[config.mk]
export PLATFORM = sky130hd
export DESIGN_NAME = qte_isqrt_cell
export DESIGN_NICKNAME = d
export VERILOG_FILES = /design/src/design/qte_pkg.sv /design/src/design/qte_isqrt_cell.sv
export SDC_FILE = /design/constraint.sdc
export NUM_CORES = 1
export LEC_CHECK = 0
export BUFFER_PORTS_ARGS = -buffer_cell sky130_fd_sc_hd__buf_2
export CORE_AREA = 4 4 240 242
export DETAILED_ROUTE_END_ITERATION = 8
export DIE_AREA = 0 0 244 246
export PLACE_DENSITY = 0.56
export RECOVER_POWER = 50
export SLEW_MARGIN = 20
export SYNTH_ARGS = -nofsm -noshare
export SYNTH_HDL_FRONTEND = slang
export SYNTH_SLANG_ARGS = --single-unit
[constraint.sdc]
create_clock -name clk_i -period 7.8 [get_ports clk_i]
set_input_delay 1.56 -clock clk_i [delete_from_list [all_inputs] [get_ports clk_i]]
set_output_delay 1.56 -clock clk_i [all_outputs]
set_load 0.03 [all_outputs]
[src/design/qte_pkg.sv]
`timescale 1ns / 1ps
package qte_pkg;

  localparam int CORDIC_STEPS  = 16;
  localparam int ANG_TABLE_LEN = 24;
  localparam int NUM_STEPS     = (CORDIC_STEPS < ANG_TABLE_LEN) ? CORDIC_STEPS : ANG_TABLE_LEN;
  localparam int STEP_W        = 5;
  localparam int CW            = 37;   // CORDIC vector width
  localparam int AW            = 27;   // angle accumulator, 2^-16 degree
  localparam int RW            = AW - 9; // angle after rounding to 1/128 degree
  localparam int NW            = 58;   // square root operand width
  localparam int ISQRT_STAGES  = 29;
  localparam int PITCH_LIMIT   = 11520;
  localparam int TURN_LIMIT    = 23040;

  typedef struct packed {
    logic signed [15:0] q_w;
    logic signed [15:0] q_x;
    logic signed [15:0] q_y;
    logic signed [15:0] q_z;
  } quat_t;

  typedef struct packed {
    logic signed [14:0] pitch_deg;
    logic signed [15:0] roll_deg;
    logic signed [15:0] yaw_deg;
  } euler_t;

  typedef struct packed {
    logic signed [CW-1:0] x;
    logic signed [CW-1:0] y;
    logic signed [AW-1:0] acc;
    logic                 zero;
  } vec_t;

  typedef struct packed {
    logic [NW-1:0] n;
    logic [NW-1:0] res;
  } root_t;

  // atan(2^-i) in 2^-16 degree
  function automatic logic signed [AW-1:0] atan_step(input logic [STEP_W-1:0] i);
    logic signed [AW-1:0] r;
    case (i)
      5'd0:  r = AW'(2949120);
      5'd1:  r = AW'(1740967);
      5'd2:  r = AW'(919879);
      5'd3:  r = AW'(466945);
      5'd4:  r = AW'(234379);
      5'd5:  r = AW'(117304);
      5'd6:  r = AW'(58666);
      5'd7:  r = AW'(29335);
      5'd8:  r = AW'(14668);
      5'd9:  r = AW'(7334);
      5'd10: r = AW'(3667);
      5'd11: r = AW'(1833);
      5'd12: r = AW'(917);
      5'd13: r = AW'(458);
      5'd14: r = AW'(229);
      5'd15: r = AW'(115);
      5'd16: r = AW'(57);
      5'd17: r = AW'(29);
      5'd18: r = AW'(14);
      5'd19: r = AW'(7);
      5'd20: r = AW'(4);
      5'd21: r = AW'(2);
      5'd22: r = AW'(1);
      default: r = '0;
    endcase
    return r;
  endfunction

  // turn a left half plane vector by 90 degrees, preload the angle
  function automatic vec_t preload(input logic signed [CW-1:0] ny,
                                   input logic signed [CW-1:0] nx);
    vec_t v;
    v.zero = (nx == '0) && (ny == '0);
    if (nx < 0) begin
      if (ny >= 0) begin
        v.x   = ny;
        v.y   = -nx;
        v.acc = AW'(5898240);
      end else begin
        v.x   = -ny;
        v.y   = nx;
        v.acc = AW'(-5898240);
      end
    end else begin
      v.x   = nx;
      v.y   = ny;
      v.acc = '0;
    end
    return v;
  endfunction

  // round the accumulator to 1/128 degree, floor shift
  function automatic logic signed [RW-1:0] finish(input vec_t v);
    logic signed [AW-1:0] t;
    t = v.acc + AW'(256);
    if (v.zero) return '0;
    return t[AW-1:9];
  endfunction

endpackage

[src/design/qte_isqrt_cell.sv]
`timescale 1ns / 1ps
module qte_isqrt_cell import qte_pkg::*; (
  input  logic        clk_i,
  input  logic        en_i,
  input  logic [5:0]  exp_i,
  input  root_t       root_i,
  output root_t       root_o
);

  logic [NW-1:0] bit_w;
  logic [NW-1:0] sum_w;
  root_t         root_d, root_q;

  // try one result bit
  always_comb begin
    bit_w = NW'(1) << exp_i;
    sum_w = root_i.res + bit_w;
    if (root_i.n >= sum_w) begin
      root_d.n   = root_i.n - sum_w;
      root_d.res = (root_i.res >> 1) + bit_w;
    end else begin
      root_d.n   = root_i.n;
      root_d.res = root_i.res >> 1;
    end
  end

  always_ff @(posedge clk_i) begin
    if (en_i) root_q <= root_d;
  end

  assign root_o = root_q;

endmodule

==> impl_metrics.json <==
{
  "synth_fp_nets": 2325,
  "placedCellCount": 3066,
  "min_to": "root_o[111]",
  "numCtsBuffers": 17,
  "postCtsHoldBufs": 0,
  "layout-drive-gt1-share": 0.1882,
  "p_per_area_nw_per_um2": 149.3,
  "relSlewSlack": -1.360,
  "htree_levels": 4,
  "grt_pass1_wl_um": 98810,
  "post_synth.cell_area_avg_um2": 8.046,
  "grt_start_max_net_pins": 60,
  "synthArstFlopShare": 0,
  "clkPwrFrac": 0.289,
  "cts_num_sinks": 116,
  "startpoint_type": "input pin",
  "period_minus_slack_ns": 7.407,
  "crit_required_ns": 8.03,
  "setup_viol": 0,
  "die_y_um": 246,
  "synth_area_um2": 16430,
  "power.leakage_nw": 8.223,
  "yosys_most_used_dff": "edfxtp_1",
  "yosysSeqAreaShare": 0.2120,
  "setup_ws_ns": 0.3927,
  "hp-start": "root_i[111]",
  "multi_input_area_um2": 12350,
  "synth_warnings": 0,
  "finalCritPeriodShare": 0.9497,
  "cap_violations": 2,
  "regArea_um2": 3483,
  "ios": 240,
  "stdcell_count": 3099,
  "final_cell_mix": "a21oi_1, nand2_1, ha_1",
  "first_pass_iters": 8,
  "status": "finished, violations left",
  "fp.dieW_um": 244,
  "hpwlAfterDp_um": 53360,
  "clk_pin_slew_ns": 0.06,
  "fillCellCount": 5911,
  "ys_ff_latch": 116,
  "overflow": 0,
  "wl_per_cell_um": 20.91,
  "cts_root_buf": "clkbuf_16",
  "switching_share": 0.3929,
  "hold_viol": 0,
  "p_seq_frac": 0.286,
  "via_per_inst": 5.551,
  "largest_reg_flops": 116,
  "internal_power_mw": 1.794,
  "max_freq_ghz": 0.1350,
  "die-area_um2": 60020,
  "layout_commonest_cell": "a21oi_1",
  "hold_slack_ns": 1.407,
  "whs_path_depth": 2,
  "place_congestion": 0.9445,
  "syn_inst": 2042,
  "num_vias": 17203,
  "post_cts_buffers": 0,
  "violations": "capacitance limit, slew limit",
  "final_nets": 2620,
  "critical_path_class": "in -> reg",
  "first_iter_violations": 1272,
  "grt.total_usage": 0.2107,
  "synth_cell_types": 92,
  "worstMarginPinSlew_ns": 3.540,
  "crit_arrival_ns": 7.64,
  "place.port_buffers": 239,
  "drc": 0,
  "core_area_um2": 55090,
  "synth_edf_count": 116,
  "start_util": 0.2982,
  "ctsLongestPathBuffers": 2,
  "grt_pass1_vias": 16675,
  "endpoint_kind": "flop",
  "ant_nets": 0,
  "post-place-ws_ns": -0.2686,
  "wl_um": 64790,
  "rsz0062_at_grt": "no",
  "maxSlewViolCount": 119,
  "postCtsResizedCells": 0,
  "antenna_found_initial": 3,
  "cts_tree": "done",
  "power_switching_mw": 1.161,
  "hp-class": "in -> reg",
  "core.rowCount": 86,
  "power.share.combinational": 0.425,
  "critPathMaxFanout": 13,
  "tns_ns": 0,
  "peakVddDrop_mv": 0.1866,
  "area_growth_syn_to_layout_pct": 20.44
}
==> cells by family after synthesis <==
kind of cell	Yosys count	share of synthesized area
AO/OA/AOI/OAI	676	0.2738
multiplexers	83	0.05650
flip-flops	116	0.2120
buffers and inverters	165	0.04005
XOR/XNOR	162	0.08635
AND/OR/NAND/NOR	681	0.2097
adder cells (fa/ha/maj)	159	0.1215
==> metal layers <==
| layer | GRT usage | routed length [µm] |
|---|---|---|
| met3 | 0.03178 | 3493 |
| met2 | 0.3327 | 28830 |
| met4 | 0.07477 | 1705 |
| met5 | 0 | 0 |
| met1 | 0.2931 | 30760 |
==> synth_stat cells, types with 48 or more instances <==
cell type  count  share of area
mux2_2        78          0.053
xnor2_1      112          0.060
xor2_1        50          0.027
o21ai_0      114          0.035
nand2_1      172          0.039
a21o_1        92          0.042
nor3_1        63          0.019
inv_1         51          0.012
nor2_1       158          0.036
ha_1         158           0.12
edfxtp_1     116           0.21
nand3_1       70          0.021
nand4_1       48          0.018
clkbuf_1      94          0.021
a21oi_1      202          0.062
==> power by group through the flow <==
stage | Sequential (mW) | Combinational (mW) | Clock [mW]
5_1_grt | 0.857 | 1.35 | 0.905
4_1_cts | 0.845 | 1.27 | 0.883
2_1_floorplan | 1.03 | 0.635 | 0
6_report | 0.847 | 1.26 | 0.853
3_3_place_gp | 0.858 | 1.26 | 0
3_5_place_dp | 0.855 | 1.26 | 0
==> critical path, cell delays in order <==
cell and delay (ns):
buf_2 0.10, buf_4 0.19, nor2_1 0.26, nand2_1 0.25, nor3_1 0.19, buf_4 0.17, ha_1 0.19, and2_1 0.13
a31oi_1 0.04, a31oi_1 0.22, a31o_2 0.21, a41oi_1 0.23, o21ba_2 0.30, nor3_1 0.30, nor2b_1 0.11, xor2_1 0.21
ha_1 0.33, and3_1 0.21, buf_4 0.14, a221oi_1 0.37, o21bai_1 0.21, a2111oi_2 0.68, o21ai_0 0.19, or3_1 0.32
a21oi_1 0.17, xnor2_1 0.09, mux2_2 0.26
==> worst max-delay path by stage <==
stage               cells after the start  slack, ns      from          end
CTS                                    26       0.26  exp_i[3]  root_o[114]
floorplan                              30       0.08  exp_i[5]  root_o[102]
detailed placement                     26      -0.27  exp_i[3]  root_o[114]
global route                           27       0.01  exp_i[2]  root_o[109]
finish                                 27       0.39  exp_i[2]   root_o[98]
global placement                       25      -0.29  exp_i[2]  root_o[109]
==> stage by stage <==
step	utilization	total power, mW	area, µm²
2_1_floorplan	-	1.664	16430
3_3_place_gp	0.3503	2.119	19300
3_5_place_dp	0.3503	2.116	19300
4_1_cts	0.3610	2.998	19890
5_1_grt	0.3591	3.114	19790
6_report	0.3592	2.955	19790
==> area by class of cell <==
class	instances	area share
Clock buffer	18	0.02169
Timing Repair Buffer	390	0.1127
Inverter	51	0.009674
Sequential cell	116	0.1760
Tap cell	748	0.04729
Multi-Input combinational cell	1761	0.6239
Antenna cell	3	0.0003794
Clock inverter	12	0.008283
Power figures use the tool's default switching activity.
