==> config.mk <==
export PLATFORM = sky130hd
export DESIGN_NAME = qte_cordic_cell
export DESIGN_NICKNAME = d
export VERILOG_FILES = /design/src/design/qte_pkg.sv /design/src/design/qte_cordic_cell.sv
export SDC_FILE = /design/constraint.sdc
export NUM_CORES = 1
export LEC_CHECK = 0
export BUFFER_PORTS_ARGS = -buffer_cell sky130_fd_sc_hd__buf_2
export CAP_MARGIN = 25
export CORE_ASPECT_RATIO = 1.75
export CORE_UTILIZATION = 44
export CTS_BUF_LIST = sky130_fd_sc_hd__clkbuf_2 sky130_fd_sc_hd__clkbuf_4 sky130_fd_sc_hd__clkbuf_8
export DETAILED_ROUTE_END_ITERATION = 12
export PLACE_DENSITY_LB_ADDON = 0.3
export SLEW_MARGIN = 30
export SYNTH_ARGS = -nofsm -noshare
export SYNTH_HDL_FRONTEND = slang
export SYNTH_SLANG_ARGS = --single-unit
==> constraint.sdc <==
create_clock -name clk_i -period 9 [get_ports clk_i]
set_input_delay 1.35 -clock clk_i [delete_from_list [all_inputs] [get_ports clk_i]]
set_output_delay 1.35 -clock clk_i [all_outputs]
set_load 0.05 [all_outputs]
==> src/design/qte_pkg.sv <==
`timescale 1ns / 1ps
package qte_pkg;

  localparam int CORDIC_STEPS  = 16;
  localparam int ANG_TABLE_LEN = 24;
  localparam int NUM_STEPS     = (CORDIC_STEPS < ANG_TABLE_LEN) ? CORDIC_STEPS : ANG_TABLE_LEN;
  localparam int STEP_W        = 5;
  localparam int CW            = 37;   // CORDIC vector width
  localparam int AW            = 27;   // angle accumulator, 2^-16 degree
  localparam int RW            = AW - 9; // angle after rounding to 1/128 degree
  localparam int NW            = 58;   // square root operand width
  localparam int ISQRT_STAGES  = 29;
  localparam int PITCH_LIMIT   = 11520;
  localparam int TURN_LIMIT    = 23040;

  typedef struct packed {
    logic signed [15:0] q_w;
    logic signed [15:0] q_x;
    logic signed [15:0] q_y;
    logic signed [15:0] q_z;
  } quat_t;

  typedef struct packed {
    logic signed [14:0] pitch_deg;
    logic signed [15:0] roll_deg;
    logic signed [15:0] yaw_deg;
  } euler_t;

  typedef struct packed {
    logic signed [CW-1:0] x;
    logic signed [CW-1:0] y;
    logic signed [AW-1:0] acc;
    logic                 zero;
  } vec_t;

  typedef struct packed {
    logic [NW-1:0] n;
    logic [NW-1:0] res;
  } root_t;

  // atan(2^-i) in 2^-16 degree
  function automatic logic signed [AW-1:0] atan_step(input logic [STEP_W-1:0] i);
    logic signed [AW-1:0] r;
    case (i)
      5'd0:  r = AW'(2949120);
      5'd1:  r = AW'(1740967);
      5'd2:  r = AW'(919879);
      5'd3:  r = AW'(466945);
      5'd4:  r = AW'(234379);
      5'd5:  r = AW'(117304);
      5'd6:  r = AW'(58666);
      5'd7:  r = AW'(29335);
      5'd8:  r = AW'(14668);
      5'd9:  r = AW'(7334);
      5'd10: r = AW'(3667);
      5'd11: r = AW'(1833);
      5'd12: r = AW'(917);
      5'd13: r = AW'(458);
      5'd14: r = AW'(229);
      5'd15: r = AW'(115);
      5'd16: r = AW'(57);
      5'd17: r = AW'(29);
      5'd18: r = AW'(14);
      5'd19: r = AW'(7);
      5'd20: r = AW'(4);
      5'd21: r = AW'(2);
      5'd22: r = AW'(1);
      default: r = '0;
    endcase
    return r;
  endfunction

  // turn a left half plane vector by 90 degrees, preload the angle
  function automatic vec_t preload(input logic signed [CW-1:0] ny,
                                   input logic signed [CW-1:0] nx);
    vec_t v;
    v.zero = (nx == '0) && (ny == '0);
    if (nx < 0) begin
      if (ny >= 0) begin
        v.x   = ny;
        v.y   = -nx;
        v.acc = AW'(5898240);
      end else begin
        v.x   = -ny;
        v.y   = nx;
        v.acc = AW'(-5898240);
      end
    end else begin
      v.x   = nx;
      v.y   = ny;
      v.acc = '0;
    end
    return v;
  endfunction

  // round the accumulator to 1/128 degree, floor shift
  function automatic logic signed [RW-1:0] finish(input vec_t v);
    logic signed [AW-1:0] t;
    t = v.acc + AW'(256);
    if (v.zero) return '0;
    return t[AW-1:9];
  endfunction

endpackage

==> src/design/qte_cordic_cell.sv <==
`timescale 1ns / 1ps
module qte_cordic_cell import qte_pkg::*; (
  input  logic              clk_i,
  input  logic              en_i,
  input  logic [STEP_W-1:0] step_i,
  input  vec_t              vec_i,
  output vec_t              vec_o
);

  logic signed [CW-1:0] dx, dy;
  vec_t                 vec_d, vec_q;

  // rotate toward the x axis by atan(2^-step)
  always_comb begin
    dx    = vec_i.y >>> step_i;
    dy    = vec_i.x >>> step_i;
    vec_d = vec_i;
    if (vec_i.y >= 0) begin
      vec_d.x   = vec_i.x + dx;
      vec_d.y   = vec_i.y - dy;
      vec_d.acc = vec_i.acc + atan_step(step_i);
    end else begin
      vec_d.x   = vec_i.x - dx;
      vec_d.y   = vec_i.y + dy;
      vec_d.acc = vec_i.acc - atan_step(step_i);
    end
  end

  always_ff @(posedge clk_i) begin
    if (en_i) vec_q <= vec_d;
  end

  assign vec_o = vec_q;

endmodule

==> summary.md, run 1 <==
| Metric | Value |
|---|---|
| Run status | completed |
| Grt peak-use layer | met2 |
| Mapped Nets | 2005 |
| DRC | 0 |
| Vias in the first global route | roughly 16000 |
| PD cells | ~170 mW/mm² |
| Final period util | 87.4% |
| Worst EP required | approximately 9.2 ns |
| Vias per std cell | approximately 6.7 |
| Crit path max fanout | 66 |
| Crit Path Class | input pin to flop |
| Mean Syn Cell Area | approximately 9 µm² |
| EDFF count, synth | 102 |
| Final Max Slew Viols | 0 |
| Grt total ovfl | 0 |
| Gr usage total | 36.0% |
| TritonCTS clock tree | built |
| Netlist cell types | 96 |
| Setup Viol. Count Final | 0 |
| Num CTS Buffers | 9 |
| Largest net degree at the start of global routing | 67 |
| Routed len/inst | 27.9 µm |
| Synth area leaders | edfxtp_1 19%, mux4_2 9.8%, ha_1 8.4%, mux2i_1 5.7%, xnor2_1 5.7% |
| CTS root buf | clkbuf_8 |
| Synth Cell Area | ~0.016 mm² |
| Syn. warnings | 0 |
| Crit start category | input pin |
| Most common cell in the synthesized netlist | nor2_1 |
| Fin nets | 2167 |
| Max reg flops | between 100 and 150 |
| Number of max-cap violations | 0 |
| Die height | ~250 µm |
| Ys flop type | edfxtp_1 |
| Max Clock Freq | 127 MHz |
| Chip Width | about 150 µm |
| Die area | about 0.037 mm² |
| Share of cells above drive strength 1 | a little over a fifth |
| Final HPWL DP | between 50000 and 60000 µm |
| Area of the core | 0.0360 mm² |
| Post-CTS Setup Repair Bufs | 0 |
| P_leak | between 7 and 8 nW |
| Met3 GRT Util | between 7 and 8% |
| Met2 Usage GRT | approximately 63% |
| Worst-Margin Slew | 1.07 ns |
| Fin. Hold Viols | 0 |
| First-pass GRT wire length | around 100000 µm |
| Initial core utilization | 44.7% |
| GP Congestion | ~1.1 |
| Power Total | a little over 3 mW |
| Critical Path End Type | flop |
| Unrepaired setup endpoints after global routing | false |
| Sequential fraction of the synthesis area | about a fifth |
| Top post-synthesis cells by count | 145 x nor2_1, 137 x nand2_1, 119 x a21oi_1 |
| H-tree depth | 3 |
| Setup crit end | vec_o[98] |
| DRT iter0 DRCs | ~1600 |
| Maximum VDD drop | between 0.00009 and 0.0001 V |
| Met1 Use GR | a little over a third |
| Crit path launch | step_i[0] |
| Share of the synthesized area in the top cell type | 19.0% |
| Largest area contributor in the netlist | edfxtp_1 |
| Clk buf depth | 2 |
| # hold bufs at CTS | 0 |
| Clk sinks | 102 |
| Initial antenna violation count | 2 |
| Fin crit period | about 7.9 ns |
| Gate Count Post-Synth | 1785 |
| Synth async-reset ratio | 0% |
| DR pass1 iterations | 5 |
| Antenna Nets Post-Route | 0 |
| Crit path DAT | 8.08 ns |
| Synthesis-stage register bit count | 102 |
| Port Buffer Count | 210 |
| Area Overhead vs Synth | 10.3% |
| # rows | 92 |
| Worst hold path type | input pin to flop |
| Routed vias | about 16000 |
| Post-CTS sizing | 0 |
| TNS Setup | 0 ns |
| Final WL | between 60000 and 70000 µm |
| Top Ports | 211 |
| Clock Pin Slew Worst Setup and Hold Paths | around 0.12 ns |
| Worst slew margin | around 29% |
## routing by layer
metal	vias to the layer above	share of wire [%]
met4	2	9.9
met5	-	0.018
met2	944	49
li1	7233	-
met1	7742	34
met3	322	7.5
## worst min-delay path by stage
stage                     endpoint      from  slack (ns)  depth (start not counted)
after floorplan           vec_o[0]  vec_i[0]        1.45                          0
after global placement    vec_o[0]  vec_i[0]        1.53                          1
after detailed placement  vec_o[0]  vec_i[0]        1.53                          1
after CTS                 vec_o[0]  vec_i[0]        1.06                          1
after global routing      vec_o[0]  vec_i[0]        1.06                          1
final                     vec_o[0]  vec_i[0]        1.07                          1
## cell usage in the layout, fill, tap and decap left out, drive strengths merged, types with 11 or more instances in the layout
master / count
nand3: 53
xor2: 57
a211oi: 24
mux2i: 91
or3: 16
edfxtp: 102
nor2: 146
and3: 13
o21ai: 119
mux2: 38
a21o: 45
o22ai: 27
o211ai: 11
a31oi: 18
a21oi: 119
or2: 11
nand2b: 27
nand2: 137
ha: 108
buf: 252
mux4: 87
nor3: 27
o221ai: 13
and2: 20
o21bai: 11
o21a: 39
a211o: 11
nand4: 13
xnor2: 104
nor2b: 14
inv: 44
o31ai: 15
## through the flow
step | instances | hold slack [ns] | util (%) | worst slack, ns | cell area [µm²]
detailed placement | 2406 | 1.53 | 48.7 | 0.867 | 17600
floorplan | 1785 | 1.45 | - | 1.51 | 16100
finish | 2423 | 1.07 | 49.2 | 1.14 | 17700
global placement | 2406 | 1.53 | 48.7 | 1.00 | 17600
global route | 2423 | 1.06 | 49.2 | 0.819 | 17700
CTS | 2422 | 1.06 | 49.2 | 1.35 | 17700
## final cells by class
class	instances	area, µm²
inverter	42	158
fill	3495	18300
sequential	102	3060
clock buffer	9	124
multi-input combinational	1540	12300
clock inverter	7	55.1
timing repair buffer	252	1420
tap	470	588
antenna	1	2.50
## worst max-delay path, stage by stage
cell and delay, ns:
buf_6 0.53, inv_2 0.26, nor2_1 0.72, a221oi_1 0.32
a211oi_1 0.57, nand4bb_1 0.27, nor4_2 0.63, a31oi_1 0.18
xnor2_1 0.17, ha_1 0.41, nand2_1 0.10, nor2_1 0.16
nand2_1 0.06, o21ai_0 0.42, a31oi_1 0.25, o31ai_1 0.57
a41oi_1 0.21, o21ai_0 0.42, o21ai_0 0.19, xnor2_1 0.15
## power by group
part	internal [mW]	total [mW]	switching [mW]
Clock	0.104	0.303	0.199
Combinational	0.657	2.01	1.35
Sequential	0.703	0.732	0.0296
Total	1.46	3.04	1.58
## cells by family after synthesis
group,synth area share [%]
xor gates and xnor gates,8.91
buffers and inverters,4.33
and+or+nand+nor,15.6
adders and majority gates,8.77
muxes,20.9
AOI/OAI and AO/OA,22.5
DFF,19.0
(Power assumes the default switching activity.)
==> inputs of run 2 (changes only) <==
Settings changed: CORE_UTILIZATION 44 to 40.
==> run 2 against run 1 <==
Global-route usage is 3.0 points lower. Hold slack worse by 0.011 ns. Combinational power barely moved. Final cell count up 1.3%. Flip-flop and latch count did not move. Core utilization down 4.0 points. Critical path depth increased by 1. Design area grew 0.56%. Critical endpoint unchanged. Sequential share of layout area shrank 0.096 points.
==> summary.md, run 2 (synthesized netlist as in run 1, its figures left out) <==
| Metric | Value |
|---|---|
| DRC | 0 (unchanged) |
| Number of max-cap violations | 0 (unchanged) |
| Worst-Margin Slew | 0.937 ns (-0.128 ns) |
| Most frequent cells in the layout | 207 x buf_2, 145 x nor2_1, 137 x nand2_1 |
| GP Congestion | 1.02 (-3.5%) |
| Run status | completed |
| Share of cells above drive strength 1 | 21.5% (+0.42 points) |
| CP delay by family, top | compound AO/OA/AOI/OAI gates |
| Routed len/inst | 27.7 µm (-0.75%) |
| Gr usage total | 33.0% (-3.0 points) |
| CTS root buf | clkbuf_8 |
| Worst Hold Slack | 1.06 ns (-0.0112 ns) |
| Clk buf depth | 2 (unchanged) |
| # rows | 96 (+4.3%) |
| Setup Viol. Count Final | 0 (unchanged) |
| TNS Setup | 0 ns (unchanged) |
| Die area | 0.0411 mm² (+9.9%) |
| Fin nets | 2175 (+0.37%) |
| Slowest CP cell | mux2i_1 |
| Hold Path Origin | vec_i[0] |
| Combinational power share | 66.0% (about the same) |
| Post-CTS sizing | 0 (unchanged) |
| H-tree depth | 3 (unchanged) |
| Crit Path Class | input pin to flop |
| Area Overhead vs Synth | 10.9% |
| Final HPWL DP | 53200 µm (+0.58%) |
| Crit path max fanout | 69 (+4.5%) |
| Chip Width | 154 µm (+4.8%) |
| Final WL | 68000 µm (+0.52%) |
| Grt peak-use layer | met2 |
| Maximum VDD drop | 0.0000932 V (-2.2%) |
| Clk sinks | 102 (unchanged) |
| Clock share of power | 10.0% (about the same) |
| DRT iter0 DRCs | 1457 (-7.0%) |
| P_int | 1.47 mW (+0.17%) |
| Commonest non-fill, non-tap cell in the layout | buf_2 |
| Post-CTS Setup Repair Bufs | 0 (unchanged) |
| Fin. Hold Viols | 0 (unchanged) |
| Area of the core | 0.0394 mm² (+9.3%) |
| Sw Pwr | 1.58 mW (+0.22%) |
| Sw Ratio | 51.9% (about the same) |
| Top Ports | 211 (unchanged) |
| Max reg flops | 102 (unchanged) |
| Vias per std cell | 6.57 (-2.0%) |
| Worst slew margin | 36.8% (+7.9 points) |
| TritonCTS clock tree | built |
| Grt total ovfl | 0 (unchanged) |
| Worst hold path type | input pin to flop |
| Initial core utilization | 40.8% (-3.8 points) |
| Met1 Use GR | 33.7% (-2.8 points) |
| Max Clock Freq | 126 MHz (-1.1%) |
| DR pass1 iterations | 6 (+1) |
| Critical Path End Type | flop |
| Die height | 267 µm (+4.8%) |
| Fin worst setup slack | 1.05 ns (-0.0887 ns) |
| Num CTS Buffers | 9 (unchanged) |
| Crit-path most repeated cell | o21ai_0 |
| Vias in the first global route | 15847 (-1.5%) |
| Worst EP required | 9.22 ns (about the same) |
| Clock Pin Slew Worst Setup and Hold Paths | 0.12 ns (about the same) |
| PD cells | 171 mW/mm² (-0.36%) |
| Critical path's largest stage delay | 0.60 ns (-0.12 ns) |
| Final period util | 88.3% (+0.99 points) |
| Unrepaired setup endpoints after global routing | false |
| First-pass GRT wire length | 99700 µm (+0.39%) |
| Antenna Nets Post-Route | 0 (unchanged) |
| Port Buffer Count | 210 (unchanged) |
| Worst Hold Depth | 1 (unchanged) |
| # hold bufs at CTS | 0 (unchanged) |
| Seq pwr share | 24.0% (about the same) |
| Met2 Usage GRT | 58.5% (-4.1 points) |
| Fin crit period | 7.95 ns (+0.0887 ns) |
| Crit path DAT | 8.17 ns (+0.09 ns) |
| Crit start category | input pin |
| Sum of buffers and inverters on the critical path | 2 (unchanged) |
| Crit path cell chain | buf_6 -> buf_12 -> mux4_2 -> mux2i_1 -> o221ai_1 -> a211o_1 -> nand4bb_1 -> or3_1 -> o21ai_0 -> xnor2_1 -> ha_1 -> nand2_1 -> nor2_1 -> nand2_1 -> o21ai_0 -> a31oi_1 -> o31ai_1 -> a41oi_1 -> o21ai_0 -> o21ai_0 -> xnor2_1 |
| WHS Endpoint | vec_o[0] |
| Final core occ | 45.3% (-4.0 points) |
| Placement Setup Slack | 0.870 ns (+0.00361 ns) |
| Met3 GRT Util | 5.37% (-1.9 points) |
| Largest net degree at the start of global routing | 70 (+4.5%) |
| Final Max Slew Viols | 0 (unchanged) |
| P_leak | 7.31 nW (+0.46%) |
| Routed vias | 16123 (-0.74%) |
| Initial antenna violation count | 4 (+2) |
-- run 2: cell count changes in the layout (fill, tap and decap cells not counted), sizes merged --
cell and delta:
inv -1, diode +3, buf +8, clkinvlp +1
-- run 2: per-layer routing --
| metal | routed length, µm | vias to the layer above | share of wire, % |
|---|---|---|---|
| met4 | 6390 | 0 | 9.4 |
| met1 | 23100 | 7748 | 34 |
| li1 | - | 7250 | - |
| met5 | 0 | - | 0 |
| met3 | 4450 | 289 | 6.5 |
| met2 | 34000 | 836 | 50 |
-- run 2: layout make-up --
class                           count  area, µm²
Fill cell                        3911      21600
Inverter                           42        158
Multi-Input combinational cell   1540      12300
Clock buffer                        9        124
Tap cell                          490        613
Clock inverter                      7       57.6
Antenna cell                        4       10.0
Sequential cell                   102       3060
Timing Repair Buffer              260       1480
-- run 2: metrics by stage --
step           power [mW]  cells  cell area [µm²]
6_report             3.05   2454            17800
5_1_grt              3.21   2454            17800
4_1_cts              3.04   2450            17800
3_5_place_dp         2.72   2434            17600
3_3_place_gp         2.71   2434            17600
2_1_floorplan        2.20   1785            16100
-- run 2: power by group through the flow --
stage / Sequential, mW / Combinational [mW] / Clock [mW]
floorplan: 1.19 / 1.01 / 0
detailed placement: 0.743 / 1.98 / 0
global placement: 0.743 / 1.97 / 0
CTS: 0.734 / 1.99 / 0.320
finish: 0.731 / 2.01 / 0.306
global route: 0.743 / 2.14 / 0.328
-- run 2: how the worst max path moves through the flow --
stage | startpoint | slack (ns) | cells after the start | endpoint
CTS | step_i[0] | 1.36 | 23 | vec_o[64]
global placement | step_i[0] | 0.88 | 22 | vec_o[98]
floorplan | step_i[1] | 1.51 | 25 | vec_o[64]
detailed placement | step_i[0] | 0.87 | 23 | vec_o[64]
finish | step_i[0] | 1.05 | 21 | vec_o[98]
global route | step_i[0] | 0.61 | 21 | vec_o[98]
==> inputs of run 3 (changes only) <==
Settings changed: CORE_ASPECT_RATIO 1.75 to default.
==> run 3 against run 2 <==
Sequential share of layout area grew 0.099 points. Non-clock buffer count shrank 13. Setup slack gained 0.14 ns. Core utilization shrank 0.64 points. Combinational power shrank 2%. Largest power group unchanged.
==> summary.md, run 3 (synthesized netlist as in run 1, its figures left out) <==
| Metric | Value |
|---|---|
| Run status | completed |
| Fin nets | 2162 (-0.60%) |
| Unrepaired setup endpoints after global routing | false |
| Multi-input logic area | 0.0123 mm² (about the same) |
| Initial antenna violation count | 0 (-4) |
| Max reg flops | 102 (unchanged) |
| Number of max-cap violations | 0 (unchanged) |
| Crit start category | input pin |
| TNS Setup | 0 ns (unchanged) |
| Routed len/inst | 24.7 µm (-11%) |
| DR pass1 iterations | 7 (+1) |
| Crit path cell chain | buf_6 -> buf_4 -> mux4_1 -> mux2i_1 -> o22ai_1 -> a211oi_1 -> nand4bb_1 -> nor4_2 -> a21oi_1 -> xor2_1 -> ha_1 -> a211oi_1 -> o21ai_0 -> a32oi_1 -> o21ai_0 -> a31oi_1 -> o31ai_1 -> a41oi_1 -> o21ai_0 -> o41ai_1 -> xnor2_1 |
| First-pass GRT wire length | 91700 µm (-8.0%) |
| Top Ports | 211 (unchanged) |
| Final period util | 86.8% (-1.5 points) |
| Die area | 0.0410 mm² (about the same) |
| Critical path's largest stage delay | 0.63 ns (+0.03 ns) |
| Maximum VDD drop | 0.0000977 V (+4.8%) |
| Initial core utilization | 40.5% (-0.34 points) |
| Area of the core | 0.0397 mm² (+0.85%) |
| CTS root buf | clkbuf_8 |
| Crit path DAT | 8.02 ns (-0.15 ns) |
| P_int | 1.46 mW (-0.33%) |
| Num CTS Buffers | 9 (unchanged) |
| Hold Path Origin | vec_i[0] |
| # rows | 73 (-24%) |
| DRT iter0 DRCs | 1837 (+26%) |
| WHS Endpoint | vec_o[0] |
| Most frequent cells in the layout | 207 x buf_2, 145 x nor2_1, 137 x nand2_1 |
| P_leak | 7.24 nW (-1.0%) |
| Largest net degree at the start of global routing | 70 (unchanged) |
| Critical Path End Type | flop |
| Sw Pwr | 1.55 mW (-2.1%) |
| Port Buffer Count | 210 (unchanged) |
| Vias in the first global route | 14916 (-5.9%) |
| Final HPWL DP | 47700 µm (-10%) |
| Fill cells | 3914 (+0.077%) |
| Fin crit period | 7.82 ns (-0.135 ns) |
| Setup Viol. Count Final | 0 (unchanged) |
| Crit-path most repeated cell | o21ai_0 |
| Final Max Slew Viols | 0 (unchanged) |
| Clk buf depth | 2 (unchanged) |
| Share of cells above drive strength 1 | 20.9% (-0.63 points) |
| Clock Pin Slew Worst Setup and Hold Paths | 0.11 ns (about the same) |
| H-tree depth | 3 (unchanged) |
| Worst hold path type | input pin to flop |
| Antenna Nets Post-Route | 0 (unchanged) |
| Final WL | 60900 µm (-10%) |
| Crit Path Class | input pin to flop |
| Fin. Hold Viols | 0 (unchanged) |
| CP delay by family, top | compound AO/OA/AOI/OAI gates |
| Routed vias | 16087 (-0.22%) |
| GP Congestion | 0.987 (-3.3%) |
| Slowest CP cell | mux4_1 |
| Sw Ratio | 51.5% (-0.45 points) |
| Area Overhead vs Synth | 10.2% |
| Combinational power share | 65.4% (-0.6 points) |
| Power Total | 3.01 mW (-1.3%) |
| Clock share of power | 10.2% (+0.2 points) |
| Sum of buffers and inverters on the critical path | 2 (unchanged) |
| TritonCTS clock tree | built |
| Post-CTS sizing | 0 (unchanged) |
| Worst EP required | 9.20 ns (-0.02 ns) |
| Vias per std cell | 6.51 (-0.95%) |
| DRC | 0 (unchanged) |
| Worst slew margin | 27.7% (-9.1 points) |
| Gr usage total | 29.2% (-3.8 points) |
| Max Clock Freq | 128 MHz (+1.7%) |
| Worst-Margin Slew | 1.07 ns (+0.135 ns) |
| Seq pwr share | 24.4% (+0.4 points) |
| Clk sinks | 102 (unchanged) |
| WP depth | 21 (unchanged) |
| Chip Width | 203 µm (+32%) |
| Grt total ovfl | 0 (unchanged) |
| Post-CTS Setup Repair Bufs | 0 (unchanged) |
| FF+latch area | 0.00306 mm² (unchanged) |
| Diode count | 0 (-4) |
| # hold bufs at CTS | 0 (unchanged) |
| Crit path max fanout | 69 (unchanged) |
| PD cells | 170 mW/mm² (-0.68%) |
| Worst Hold Depth | 1 (unchanged) |
| Commonest non-fill, non-tap cell in the layout | buf_2 |
| Die height | 203 µm (-24%) |
-- run 3: stage by stage --
stage                     std cells  worst slack, ns  hold slack [ns]  util [%]  cell area, µm²
after floorplan                1785             1.51             1.45         -           16100
after global placement         2456            0.943             1.54      44.2           17600
after detailed placement       2456            0.783             1.54      44.2           17600
after CTS                      2472             1.32             1.00      44.6           17700
after global routing           2472            0.657             1.02      44.6           17700
final                          2472             1.18             1.06      44.6           17700
-- run 3: routing by layer --
metal  vias to the layer above  part of all wire, %  global-route usage [%]
met5                         -                    0                       0
met4                         0                  3.1                    9.91
met3                       129                  9.0                    6.36
met2                       870                   45                    45.8
met1                      7866                   43                    39.6
li1                       7222                    -                       -
-- run 3: final cells by class --
class	instances	area share, %
inverter	42	0.889
sequential	102	17.3
tap	525	3.70
clock buffer	9	0.698
clock inverter	7	0.367
multi-input combinational	1540	69.5
timing repair buffer	247	7.55
-- run 3: power groups by stage --
stage / Clock (mW) / Combinational, mW / Sequential (mW)
4_1_cts: 0.326 / 1.94 / 0.739
3_5_place_dp: 0 / 1.93 / 0.748
5_1_grt: 0.339 / 2.10 / 0.749
6_report: 0.306 / 1.97 / 0.736
3_3_place_gp: 0 / 1.93 / 0.747
2_1_floorplan: 0 / 1.01 / 1.19
-- run 3: worst max-delay path by stage --
stage	startpoint	endpoint
CTS	step_i[0]	vec_o[98]
finish	step_i[0]	vec_o[100]
global placement	step_i[0]	vec_o[98]
floorplan	step_i[1]	vec_o[64]
detailed placement	step_i[0]	vec_o[98]
global route	step_i[0]	vec_o[100]
